File: config.mk
export PLATFORM = sky130hd
export DESIGN_NAME = morse_led_blinker
export DESIGN_NICKNAME = d
export VERILOG_FILES = /design/src/mlb_pkg.sv /design/src/mlb_store.sv /design/src/morse_led_blinker.sv
export SDC_FILE = /design/constraint.sdc
export NUM_CORES = 1
export LEC_CHECK = 0
export BUFFER_PORTS_ARGS = -buffer_cell sky130_fd_sc_hd__buf_4
export CORE_ASPECT_RATIO = 0.6
export CORE_MARGIN = 4
export CORE_UTILIZATION = 25
export CTS_CLUSTER_SIZE = 40
export DETAILED_ROUTE_END_ITERATION = 6
export GPL_TIMING_DRIVEN = 0
export PLACE_DENSITY = 0.46
export SYNTH_ARGS = -nofsm -noshare
export SYNTH_HDL_FRONTEND = slang
export SYNTH_HIERARCHICAL = 1
export SYNTH_SLANG_ARGS = --single-unit
File: constraint.sdc
create_clock -name clock -period 8.65 [get_ports clock]
set_clock_uncertainty 0.1 [all_clocks]
set_input_delay 1.73 -clock clock [delete_from_list [all_inputs] [get_ports clock]]
set_output_delay 1.73 -clock clock [all_outputs]
set_load 0.1 [all_outputs]
File: src/mlb_pkg.sv
`timescale 1ns / 1ps
`default_nettype none

package mlb_pkg;

   // item kinds carried in tuser
   typedef enum logic [1:0] {
      KIND_TICK  = 2'd0,
      KIND_WRITE = 2'd1,
      KIND_START = 2'd2,
      KIND_STOP  = 2'd3
   } kind_type;

   // pattern and bit count loaded for one character
   typedef struct packed {
      logic [15:0] code;
      logic [4:0]  nbits;
   } letter_type;

   localparam int          LETTER_COUNT = 26;
   localparam logic [7:0]  CHAR_A       = 8'h41;
   localparam logic [7:0]  CHAR_Z       = 8'h5a;
   localparam logic [4:0]  GAP_BITS     = 5'd4;

   // mark/space patterns, sent lsb first, trailing gap included
   localparam logic [15:0] LETTER_CODE [LETTER_COUNT] = '{
      16'h001d, 16'h0157, 16'h05d7, 16'h0057, 16'h0001, 16'h0175, 16'h0177,
      16'h0055, 16'h0005, 16'h1ddd, 16'h01d7, 16'h015d, 16'h0077, 16'h0017,
      16'h0777, 16'h05dd, 16'h1d77, 16'h005d, 16'h0015, 16'h0007, 16'h0075,
      16'h01d5, 16'h01dd, 16'h0757, 16'h1dd7, 16'h0577
   };

   localparam logic [4:0] LETTER_BITS [LETTER_COUNT] = '{
      5'd8,  5'd12, 5'd14, 5'd10, 5'd4,  5'd12, 5'd12, 5'd10, 5'd6,
      5'd16, 5'd12, 5'd12, 5'd10, 5'd8,  5'd14, 5'd14, 5'd16, 5'd10,
      5'd8,  5'd6,  5'd10, 5'd12, 5'd12, 5'd14, 5'd16, 5'd14
   };

   // letters take their table entry, anything else is a four-tick gap
   function automatic letter_type char_entry(input logic [7:0] ch);
      letter_type  r;
      logic [4:0]  idx;
      idx     = 5'(ch - CHAR_A);
      r.code  = 16'h0000;
      r.nbits = GAP_BITS;
      if (ch >= CHAR_A && ch <= CHAR_Z) begin
         r.code  = LETTER_CODE[idx];
         r.nbits = LETTER_BITS[idx];
      end
      return r;
   endfunction

endpackage

`default_nettype wire

File: src/mlb_store.sv
`timescale 1ns / 1ps
`default_nettype none

module mlb_store #(
   parameter int DEPTH = 32,
   parameter int AW    = $clog2(DEPTH)
) (
   input  wire logic          clock,
   input  wire logic          wr_en,
   input  wire logic [AW-1:0] wr_addr,
   input  wire logic [7:0]    wr_data,
   input  wire logic [AW-1:0] rd_addr,
   output logic [7:0]         rd_data
);

   logic [7:0] mem [DEPTH];
   logic [7:0] rd_data_ff;

   // single write port, registered read with write-through on a matching address
   always_ff @(posedge clock) begin
      if (wr_en) begin
         mem[wr_addr] <= wr_data;
      end
      if (wr_en && wr_addr == rd_addr) begin
         rd_data_ff <= wr_data;
      end else begin
         rd_data_ff <= mem[rd_addr];
      end
   end

   assign rd_data = rd_data_ff;

endmodule

`default_nettype wire

File: src/morse_led_blinker.sv
`timescale 1ns / 1ps
`default_nettype none
// morse keyer: one result beat per request beat, in order
// path: a request beat is held in the input register, then its result beat in the result register
// throughput: one beat per cycle while rsp_tready does not stall the result register; the next
// character is prefetched from the store so a tick never waits on the registered store read
// reset: synchronous, clears playback state (not first_ff) and both valid bits; store keeps its contents

module morse_led_blinker
   import mlb_pkg::*;
#(
   parameter int MSG_DEPTH = 32
) (
   input  wire logic        clock,
   input  wire logic        reset,
   input  wire logic        req_tvalid,
   output logic             req_tready,
   input  wire logic [15:0] req_tdata,  // char_value[7:0], char_slot[12:8], repeat_flag[13]
   input  wire logic [1:0]  req_tuser,  // kind[1:0]
   output logic             rsp_tvalid,
   input  wire logic        rsp_tready,
   output logic [7:0]       rsp_tdata   // led[0], active[1]
);

   localparam int AW = $clog2(MSG_DEPTH);
   localparam int PW = $clog2(MSG_DEPTH + 1);
   localparam logic [PW-1:0] POS_END = PW'(MSG_DEPTH);

   // input register
   logic       in_valid_ff;
   kind_type   in_kind_ff;
   logic [7:0] in_char_ff;
   logic [4:0] in_slot_ff;
   logic       in_rep_ff;

   // result register
   logic       out_valid_ff;
   logic       out_led_ff;
   logic       out_active_ff;

   // playback state
   logic          running_ff,  running_in;
   logic          repeat_ff,   repeat_in;
   logic [PW-1:0] read_pos_ff, read_pos_in;
   logic [15:0]   pattern_ff,  pattern_in;
   logic [4:0]    bits_ff,     bits_in;
   logic [7:0]    first_ff,    first_in;

   logic          advance;
   logic          fire;
   logic          led_c;
   logic          wr_en;
   logic [AW-1:0] wr_addr;
   logic [AW-1:0] rd_addr;
   logic [7:0]    rd_data;

   // handshake: the result register parts the two sides
   assign advance    = !out_valid_ff || rsp_tready;
   assign req_tready = !in_valid_ff || advance;
   assign fire       = in_valid_ff && advance;

   always_ff @(posedge clock) begin
      if (reset) begin
         in_valid_ff <= 1'b0;
      end else if (req_tready) begin
         in_valid_ff <= req_tvalid;
      end
      if (req_tready && req_tvalid) begin
         in_kind_ff <= kind_type'(req_tuser);
         in_char_ff <= req_tdata[7:0];
         in_slot_ff <= req_tdata[12:8];
         in_rep_ff  <= req_tdata[13];
      end
   end

   // store write from a write beat inside the store
   assign wr_en   = fire && in_kind_ff == KIND_WRITE && 32'(in_slot_ff) < 32'(MSG_DEPTH);
   assign wr_addr = AW'(in_slot_ff);
   assign first_in = (wr_en && in_slot_ff == 5'd0) ? in_char_ff : first_ff;

   // prefetch the byte at the position the keyer will hold next cycle
   assign rd_addr = (reset || read_pos_in >= POS_END) ? '0 : AW'(read_pos_in);

   mlb_store #(
      .DEPTH (MSG_DEPTH),
      .AW    (AW)
   ) u_store (
      .clock   (clock),
      .wr_en   (wr_en),
      .wr_addr (wr_addr),
      .wr_data (in_char_ff),
      .rd_addr (rd_addr),
      .rd_data (rd_data)
   );

   // next playback state for the beat in the input register
   always_comb begin
      logic [7:0]  ch;
      logic        send;
      logic [15:0] pat_cur;
      logic [4:0]  bits_cur;
      letter_type  entry;
      running_in  = running_ff;
      repeat_in   = repeat_ff;
      read_pos_in = read_pos_ff;
      pattern_in  = pattern_ff;
      bits_in     = bits_ff;
      led_c       = 1'b0;
      ch          = 8'h00;
      send        = 1'b1;
      pat_cur     = pattern_ff;
      bits_cur    = bits_ff;
      entry       = char_entry(8'h00);
      if (fire) begin
         case (in_kind_ff)
            KIND_TICK: begin
               if (running_ff) begin
                  // pattern used up: fetch the next character
                  if (bits_ff == 5'd0) begin
                     if (read_pos_ff < POS_END) begin
                        ch          = rd_data;
                        read_pos_in = read_pos_ff + PW'(1);
                     end
                     if (ch == 8'h00) begin
                        if (repeat_ff) begin
                           ch          = first_ff;
                           read_pos_in = PW'(1);
                        end else begin
                           running_in  = 1'b0;
                           read_pos_in = '0;
                           send        = 1'b0;
                        end
                     end
                     entry    = char_entry(ch);
                     pat_cur  = entry.code;
                     bits_cur = entry.nbits;
                  end
                  // shift one bit out
                  if (send) begin
                     led_c      = pat_cur[0];
                     pattern_in = pat_cur >> 1;
                     bits_in    = bits_cur - 5'd1;
                  end
               end
            end
            KIND_WRITE: begin
            end
            KIND_START: begin
               repeat_in   = in_rep_ff;
               read_pos_in = '0;
               running_in  = 1'b1;
               pattern_in  = 16'h0000;
               bits_in     = 5'd0;
            end
            default: begin
               running_in  = 1'b0;
               read_pos_in = '0;
               pattern_in  = 16'h0000;
               bits_in     = 5'd0;
            end
         endcase
      end
   end

   // playback state registers
   always_ff @(posedge clock) begin
      if (reset) begin
         running_ff  <= 1'b0;
         repeat_ff   <= 1'b0;
         read_pos_ff <= '0;
         pattern_ff  <= 16'h0000;
         bits_ff     <= 5'd0;
      end else begin
         running_ff  <= running_in;
         repeat_ff   <= repeat_in;
         read_pos_ff <= read_pos_in;
         pattern_ff  <= pattern_in;
         bits_ff     <= bits_in;
      end
      first_ff <= first_in;
   end

   // result register
   always_ff @(posedge clock) begin
      if (reset) begin
         out_valid_ff <= 1'b0;
      end else if (advance) begin
         out_valid_ff <= in_valid_ff;
      end
      if (advance) begin
         out_led_ff    <= led_c;
         out_active_ff <= running_in;
      end
   end

   assign rsp_tvalid = out_valid_ff;
   assign rsp_tdata  = {6'b000000, out_active_ff, out_led_ff};

endmodule

`default_nettype wire

**Word level (Yosys, flattened, before mapping)**

Memory sizes are Yosys's and may differ from the RTL's. A register that Yosys moved wholly into a read port is not among the register bits.
Cells that the tools add are included.

- Register bits after elaboration: 57
- Latch bits: 0
- Bits in writable memories: 256
- Memory bits (read-only): 672
- Word-level logic and storage cells: 94
- Memories: 3

Memories:

| memory | depth | bits a word | read ports | clocked after memory_dff | wr ports | RTL line | RTL |
|---|---|---|---|---|---|---|---|
| (name not given) | 32 | 16 | 1 | 0 | 0 | mlb_pkg.sv:47 | `r.code = LETTER_CODE[idx];` |
| u_store.mem | 32 | 8 | 1 | 1 | 1 | mlb_store.sv:16 | `logic [7:0] mem [DEPTH];` |
| (name not given) | 32 | 5 | 1 | 0 | 0 | mlb_pkg.sv:48 | `r.nbits = LETTER_BITS[idx];` |

- Add/sub/neg operators: 3
- Multipliers: 0
- Divide/modulo/power cells: 0
- Magnitude comparators: 5
- Equal/unequal tests: 4
- Shift-type cells: 0
- Mux-type cells: 46
- Bitwise operators: 2
- Reductions and logical operators: 17

Operators by type and width:

| cell | number |
|---|---|
| 8-bit two-way mux | 11 |
| 16-bit two-way mux | 5 |
| 5-bit two-way mux | 9 |
| 16-bit one-hot mux with 2 select lines | 1 |
| 6-bit two-way mux | 5 |
| 21-bit two-way mux | 1 |
| 6-bit >= comparator (second input constant) | 2 |
| 6-bit one-hot mux with 2 select lines | 1 |
| 1-bit two-way mux | 11 |
| 5-bit logical NOT | 2 |
| 5-bit one-hot mux with 2 select lines | 1 |
| 5-bit by 1-bit subtractor with 5-bit output (second input constant) | 2 |
| 8-bit by 7-bit >= comparator with 1-bit output (second input constant) | 1 |
| 8-bit by 7-bit <= comparator with 1-bit output (second input constant) | 1 |
| 8-bit logical NOT | 1 |
| 4-bit AND reduction | 2 |
| 6-bit by 1-bit adder with 6-bit output (second input constant) | 1 |
| 6-bit less-than comparator (second input constant) | 1 |
| 5-bit NOT with 6-bit output | 1 |
| 1-bit logical AND | 5 |
| 2-bit != test (second input constant) | 2 |
| 1-bit logical OR | 3 |
| 1-bit one-hot mux with 3 select lines | 1 |
| 2-bit by 1-bit == test with 1-bit output (second input constant) | 1 |
| 5 further kinds | 6 |

**Longest topological paths before layout**

Gate-level depths: netlist (run 1).

- Depth after elaboration: 26
- Gate-level depth with buffers: 21

**Modules after synthesis**

The synthesis (run 1) kept the hierarchy.

By module, submodules not included:

| module | times used | cells an instance | area an instance (µm²) |
|---|---|---|---|
| mlb_store | 1 | 414 | 9993.3 |
| morse_led_blinker | 1 | 353 | 3209.3 |

**Least setup slack after synthesis (run 1)**

Ideal clock, no wire load.

- Path kind: reg2reg
- Start point: register (tool-made name)
- End point: register bits_ff[4]
- Arrival: 5.049 ns
- Required time: 8.433 ns
- Slack: 3.383 ns
- Stages on the path, launching flop included: 21
- Buffers on the path: 3
- Clock period less this slack: 5.267 ns
- Cells stage by stage: dfxtp_1 clkbuf_1 clkbuf_1 mux4_2 mux4_2 mux2_2 nor4_2 a21o_1 buf_6 a32oi_4 ha_1 inv_1 a2111oi_0 nor4_2 mux2i_1 a21oi_1 a311oi_1 nor2_1 ha_1 a31o_1 a32o_1

RTL lines:

| item | RTL line | RTL |
|---|---|---|
| to (signal assigned) | morse_led_blinker.sv:178 | `bits_ff <= bits_in;` |
| to (decl) | morse_led_blinker.sv:46 | `logic [4:0] bits_ff, bits_in;` |

==> results of run 1 <==
## cell usage after synthesis (3+ instances only)
cell type  count
mux4_2        80
or3_1          4
nand4_1        7
o221ai_1       3
a21o_1         3
nor3_1         6
a32o_1         4
o31ai_1        3
nand3_1       13
ha_1           8
o211ai_1       7
nand2_1       27
buf_1          6
clkbuf_1      23
a22oi_1       13
nor4_1         3
nor2_1        65
a31oi_1        7
o21ai_0       16
a21oi_1       33
or4_1          4
mux2i_1        3
mux2_2         8
nand3b_1       5
dfxtp_1       32
a211oi_1       6
or3b_2         3
edfxtp_1     282
buf_2          5
and2_1         6
buf_4         14
inv_1          6
nor2b_1        8
## worst register-to-register path, stage by stage, from the launching register on
cell	delay [ps]
dfxtp_1	310
clkbuf_1	570
buf_1	800
mux4_2	480
mux4_2	510
mux2_2	300
nor4_2	420
a21o_1	210
buf_6	170
a32oi_4	240
ha_1	380
inv_1	180
a2111oi_0	120
nor4_2	600
mux2i_1	310
a21oi_1	110
a311oi_1	540
nor2_1	90
ha_1	240
a31o_1	190
a32o_1	250
## state kept, by name, indices dropped and copies added, names as in the netlist, 2 cells and up, named ones only
signal and cells:
bits_ff 5, first_ff 8, in_char_ff 8, in_kind_ff 2, in_slot_ff 5, pattern_ff 12
read_pos_ff 6, u_store/mem 256
## stage by stage
| stage | power, mW | utilization | cell area, µm² |
|---|---|---|---|
| global placement | 1.788 | 0.2764 | 14250 |
| CTS | 3.112 | 0.2959 | 15260 |
| floorplan | 1.750 | - | 13220 |
| finish | 3.075 | 0.2975 | 15340 |
| detailed placement | 1.791 | 0.2772 | 14300 |
| global route | 3.194 | 0.2975 | 15340 |
## worst paths after layout
path	startpoint	to	slack, ps
worst min-delay path	pattern_ff[11]	pattern_ff[11]	360
worst max-delay path	register	bits_ff[4]	1430
worst max register to register	register	bits_ff[4]	1430
worst min register to register	pattern_ff[11]	pattern_ff[11]	360
## layout by cell type (no fill, tap or decap), drive strengths merged, types with 16 or more instances in the layout
cell / count
clkbuf: 57
a21oi: 33
dfxtp: 32
mux4: 80
o21ai: 16
nand2: 27
edfxtp: 282
nor2: 66
buf: 54
## metal layers
metal	vias up	part of all wire	track usage
met4	0	0.012	0.01694
li1	3238	-	-
met1	3931	0.56	0.2163
met2	276	0.34	0.1393
met5	-	0	0
met3	38	0.079	0.02980
## cell families (layout without fill, tap and decap cells)
kind of cell / count (synthesis) / after routing
multiplexers: 91 / 91
buffers and inverters: 59 / 136
flip-flops: 314 / 314
AO/OA/AOI/OAI: 123 / 123
other: 1 / 6
adder cells (fa/ha/maj): 8 / 8
XOR/XNOR: 2 / 2
AND/OR/NAND/NOR: 169 / 169
## final cells by class
cell class                 instances  share of cell area
inverter                           8            0.001957
buffer                            51             0.01737
sequential                       314              0.5938
multi-input combinational        399              0.2492
timing repair buffer              27             0.01843
tap                              693             0.05652
clock buffer                      33             0.04690
clock inverter                    17             0.01590
## power groups by stage
stage | Sequential (mW) | Combinational, mW | Clock, mW
6_report | 1.68 | 0.0800 | 1.31
5_1_grt | 1.68 | 0.0857 | 1.43
4_1_cts | 1.69 | 0.0695 | 1.35
3_5_place_dp | 1.72 | 0.0693 | 0
3_3_place_gp | 1.72 | 0.0656 | 0
2_1_floorplan | 1.71 | 0.0440 | 0
==> results by group, run 1 <==
Clocking
  • Post-CTS Setup Inserts: 0
  • CTS Sinks: 314
  • CTS tree: built
  • H-Tree Depth: 1
  • Clock Tree Root: clkbuf_16
  • Hold_buf cts: 0
  • Clock transition at path regs: 70 ps
  • CTS resizes: 0
  • Worst-skew pair later-pin latency: 580 ps
  • Cts bufs inserted: 28
  • CTS Buffer Depth: 3

Detailed routing
  • WL per Instance: 22.41 µm
  • Total Wirelength: 34.56 mm
  • Antenna-violating nets left: 0
  • Iter 0 DRT Violations: 631
  • Vias/cell: 4.853
  • Routed vias: 7483
  • Drt first pass iters: 5
  • DRC viols: 0

Worst setup path
  • Slowest CP cell: buf_1
  • Req. time, crit path: 9010 ps
  • Buf/Inv on CP: 4
  • Crit Path Class: register to register
  • Crit path cell chain: clkbuf_1 > buf_1 > mux4_2 > mux4_2 > mux2_2 > nor4_2 > a21o_1 > buf_6 > a32oi_4 > ha_1 > inv_1 > a2111oi_0 > nor4_2 > mux2i_1 > a21oi_1 > a311oi_1 > nor2_1 > ha_1 > a31o_1 > a32o_1
  • Setup crit end kind: register
  • Crit Path Max Fanout: 12
  • R2R depth: 20
  • Delay-heaviest family, CP: buffers and inverters
  • Max incr delay on CP: 790 ps
  • Critical Path Source Type: register
  • CP Depth: 20
  • CP Data Arrival Time: 7580 ps

STA
  • Hold_ws: 363.2 ps
  • Setup_tns: 0 ps
  • Final Max Slew Viols: 0
  • Worst-Margin Slew: 1297 ps
  • Setup repair after global routing missed its margin: no
  • Setup violations, final: 0
  • Max_slew headroom: 0.1354
  • Tcrit/Tclk final: 0.8351
  • Worst Slack Setup Final: 1427 ps
  • Endpoints failing hold: 0
  • FMAX: 138.4 MHz
  • Period minus WS final: 7223 ps

GRT
  • Global-route wire length before repair: 50.82 mm
  • Gr usage total: 0.1213
  • Vias in the first global route: 7055
  • Initial antenna violation count: 2
  • Total congestion overflow: 0
  • Largest net degree at the start of global routing: 34

Yosys
  • Post-synthesis simple-gate area fraction: 0.06615
  • Synth Flop Type: edfxtp_1
  • Share of Yosys cell area claimed by the top area cell type: 0.6414
  • YS warnings: 6
  • Synth cell types: 72
  • Cell area after synthesis: 13200 µm²
  • XOR/XNOR Fraction of Synth Area: 0.001327
  • Mux cell area share after synthesis: 0.1456
  • Synth Instances: 767
  • Biggest area consumer among synthesized cells: edfxtp_1
  • Async S/R FF share, synth: 0
  • EDFF count, synth: 282
  • Syn Area/Cell: 17.21 µm²
  • Seq/Total Area, Yosys: 0.6899
  • Synthesis-stage register bit count: 314
  • Post-Synth Adder-Cell Area: 0.007582
  • Synth Area in Compound Gates: 0.06672
  • Leading post-synthesis cells by cell area: edfxtp_1 64%, mux4_2 14%, dfxtp_1 4.9%
  • Largest family of logic cells by synthesized area: multiplexers

Floorplanning
  • Site row count: 64
  • Core ar.: 51570 µm²
  • Die H: 186.0 µm
  • Initial Util: 0.2560
  • Die footprint: 56670 µm²
  • # IOs: 32
  • Die width: 304.7 µm

Place
  • Detail Placement HPWL: 24.41 mm
  • RD Place Congestion: 0.7816
  • Port bufs: 22
  • Post-Place Cells: 1489
  • Dpl ws: 1573 ps

Layout
  • Area of the multi-input gates: 3822 µm²
  • Share of cells above drive strength 1: 0.2309
  • Area growth syn-to-layout: 16.20%
  • # diodes: 0
  • Final Non-Filler Cells: 1542
  • Fill cell count: 5096
  • Nets: 859
  • Register area: 9109 µm²

Power and ir drop
  • Sw frac: 0.2086
  • Psw: 0.6415 mW
  • Internal: 2.433 mW
  • Combinational Power Share: 0.026
  • PD cells: 200.4 nW/µm²
  • Leakage power: 4.607 nW
  • Clock Power Share: 0.428
  • Flop pwr share: 0.546
  • Peak supply drop: 0.0001187 V

Outcome
  • Outcome: complete, no violations

Worst hold path
  • WHS Path Cells: 2
  • Hold WC Path Type: register to register

Job
  • Maxcap violations: 0
No activity file was read; power rests on OpenSTA's default activity.
==> run 2: changes to the inputs <==
==> constraint.sdc (replaced) <==
create_clock -name clock -period 7.57 [get_ports clock]
set_clock_uncertainty 0.1 [all_clocks]
set_input_delay 1.514 -clock clock [delete_from_list [all_inputs] [get_ports clock]]
set_output_delay 1.514 -clock clock [all_outputs]
set_load 0.1 [all_outputs]
==> run 2 against run 1 <==
Effect of this change: global-route usage stayed put; fmax is 2.4% higher; sequential power is 14% higher; wire length hardly changed; core utilization hardly changed; register-to-register slack worse by 910 ps; sequential share of layout area hardly changed; cell count stayed put; die area stayed put; final area hardly changed; sequential cell count stayed put; critical path type unchanged.
==> results by group, run 2 (synthesized netlist as in run 1, its figures left out) <==
Clocking
  • Worst-skew pair later-pin latency: 580 ps (about the same)
  • CTS tree: built
  • Clock transition at path regs: 70 ps (about the same)
  • Clock Tree Root: clkbuf_16
  • Hold_buf cts: 0 (unchanged)
  • CTS Buffer Depth: 3 (unchanged)
  • Cts bufs inserted: 28 (unchanged)
  • H-Tree Depth: 1 (unchanged)
  • CTS Sinks: 314 (unchanged)

GRT
  • Largest net degree at the start of global routing: 34 (unchanged)
  • Global-route wire length before repair: 50.82 mm (unchanged)
  • Total congestion overflow: 0 (unchanged)
  • Gr usage total: 0.1213 (unchanged)
  • Initial antenna violation count: 2 (unchanged)
  • Vias in the first global route: 7055 (unchanged)

Worst setup path
  • Req. time, crit path: 7930 ps (-1080 ps)
  • R2R depth: 20 (unchanged)
  • Crit Path Class: register to register
  • CP Data Arrival Time: 7410 ps (-170 ps)
  • Setup crit end kind: register
  • Reg-to-reg critical path endpoint: bits_ff[4]
  • Critical Path Source Type: register
  • Crit path cell chain: clkbuf_1 > clkbuf_1 > mux4_2 > mux4_2 > mux2_2 > nor4_4 > a21o_1 > buf_6 > a32oi_4 > ha_1 > inv_1 > a2111oi_0 > nor4_2 > mux2i_1 > a21oi_1 > a311oi_1 > nor2_1 > ha_1 > a31o_1 > a32o_1
  • Slowest CP cell: clkbuf_1
  • Max incr delay on CP: 640 ps (-150 ps)
  • Crit Path Max Fanout: 12 (unchanged)
  • FF-to-FF setup slack: 520 ps (-910 ps)

Layout
  • Nets: 859 (unchanged)
  • Max reg flops: 256 (unchanged)
  • Biggest register: u_store/mem
  • Biggest regs: u_store/mem: 256 flops, pattern_ff: 12 flops
  • Most frequent cells in the layout: 282 x edfxtp_1, 80 x mux4_2, 65 x nor2_1
  • Fill cell count: 5096 (unchanged)
  • Area of the multi-input gates: 3822 µm² (unchanged)
  • Commonest non-fill, non-tap cell in the layout: edfxtp_1
  • Register area: 9109 µm² (unchanged)
  • Area growth syn-to-layout: 16.21% (about the same)
  • Final Non-Filler Cells: 1542 (unchanged)
  • # diodes: 0 (unchanged)
  • Share of cells above drive strength 1: 0.2320 (+0.001178)

Detailed routing
  • Antenna-violating nets left: 0 (unchanged)
  • Routed vias: 7490 (+0.094%)
  • Iter 0 DRT Violations: 631 (unchanged)
  • DRC viols: 0 (unchanged)
  • Met2 WL: 11.89 mm (about the same)
  • Drt first pass iters: 5 (unchanged)
  • Highest Signal Layer: met4
  • WL per Instance: 22.42 µm (about the same)
  • Wl on met1: 19.54 mm (about the same)
  • Met3 WL post-DR: 2.721 mm (+0.26%)
  • Vias/cell: 4.857 (about the same)
  • Total Wirelength: 34.58 mm (about the same)

STA
  • Setup repair after global routing missed its margin: no
  • Max_slew headroom: 0.1351 (-0.0002690)
  • FMAX: 141.8 MHz (+2.4%)
  • Tcrit/Tclk final: 0.9317 (+0.09663)
  • Endpoints failing hold: 0 (unchanged)
  • Setup_tns: 0 ps (unchanged)
  • Period minus WS final: 7053 ps (-170.4 ps)
  • Setup violations, final: 0 (unchanged)
  • Worst-Margin Slew: 1297 ps (+0.4032 ps)
  • Final Max Slew Viols: 0 (unchanged)

Power and ir drop
  • Peak supply drop: 0.0001357 V (+14%)
  • PD cells: 229.0 nW/µm² (+14%)
  • Leakage power: 4.610 nW (about the same)

Place
  • Detail Placement HPWL: 24.41 mm (unchanged)
  • Port bufs: 22 (unchanged)
  • Post-Place Cells: 1489 (unchanged)
  • RD Place Congestion: 0.7816 (unchanged)

Worst hold path
  • WHS Path Cells: 2 (unchanged)
  • WHS Endpoint: pattern_ff[11]
  • Hold WC Path Type: register to register
  • Min-Delay Startpoint: pattern_ff[11]

Outcome
  • Outcome: complete, no violations

Floorplanning
  • Die H: 186.0 µm (unchanged)
  • Core ar.: 51570 µm² (unchanged)
  • Die width: 304.7 µm (unchanged)
  • # IOs: 32 (unchanged)
  • Initial Util: 0.2560 (unchanged)
  • Die footprint: 56670 µm² (unchanged)
  • Site row count: 64 (unchanged)

Job
  • Maxcap violations: 0 (unchanged)
[run 2: changes by cell type in the layout (fill, tap and decap cells not counted), sizes merged]
cell    previous run  this run
buf               54        53
clkbuf            57        58
[run 2: worst max path at each step]
stage	endpoint	cells after the start	slack [ps]	from
2_1_floorplan	bits_ff[4]	20	2300	register
4_1_cts	bits_ff[4]	20	430	register
6_report	bits_ff[4]	20	520	register
3_3_place_gp	bits_ff[4]	20	430	register
3_5_place_dp	bits_ff[4]	20	490	register
5_1_grt	bits_ff[1]	21	10	register
[run 2: cell type report]
cell class / count / share of cell area
repair buffers: 27 / 0.01843
flip-flops and latches: 314 / 0.5937
clock inverters: 17 / 0.01590
well taps: 693 / 0.05652
multi-input cells: 399 / 0.2491
inverters: 8 / 0.001957
clock buffers: 33 / 0.04689
plain buffers: 51 / 0.01745
[run 2: worst max-delay path: cells and delay by family, from the launching register on]
family | cells | cell delay (ps)
simple gates | 3 | 1020
flops | 1 | 310
compound gates | 7 | 1640
mux | 4 | 1680
fa+ha+maj | 2 | 620
buf+inv | 4 | 1570
[run 2: metal layers]
layer / global-route usage / vias up
li1: - / 3237
met1: 0.2163 / 3940
met2: 0.1393 / 275
met3: 0.02980 / 38
met4: 0.01694 / 0
met5: 0 / -
[run 2: power by group]
| part | internal [mW] | total [mW] | leakage [nW] | switching, mW |
|---|---|---|---|---|
| combinational | 0.0280 | 0.0914 | 1.34 | 0.0635 |
| clock | 0.856 | 1.50 | 0.462 | 0.645 |
| sequential | 1.90 | 1.92 | 2.81 | 0.0240 |
[run 2: through the flow]
stage          area (µm²)  hold WS (ps)  total power [mW]  utilization  worst slack (ps)
2_1_floorplan       13220         336.0             2.000            -              2303
3_3_place_gp        14250         344.8             2.043       0.2764             434.3
3_5_place_dp        14300         354.3             2.046       0.2772             493.1
4_1_cts             15260         364.0             3.556       0.2959             432.5
5_1_grt             15340         397.4             3.650       0.2975             9.854
6_report            15340         363.2             3.513       0.2975             517.1
[run 2: timing repair]
| item | CTS | global route |
|---|---|---|
| setup buffers | 0 | 0 |
| setup endpoints to repair | 0 | 1 |
| resized for setup | 0 | 2 |
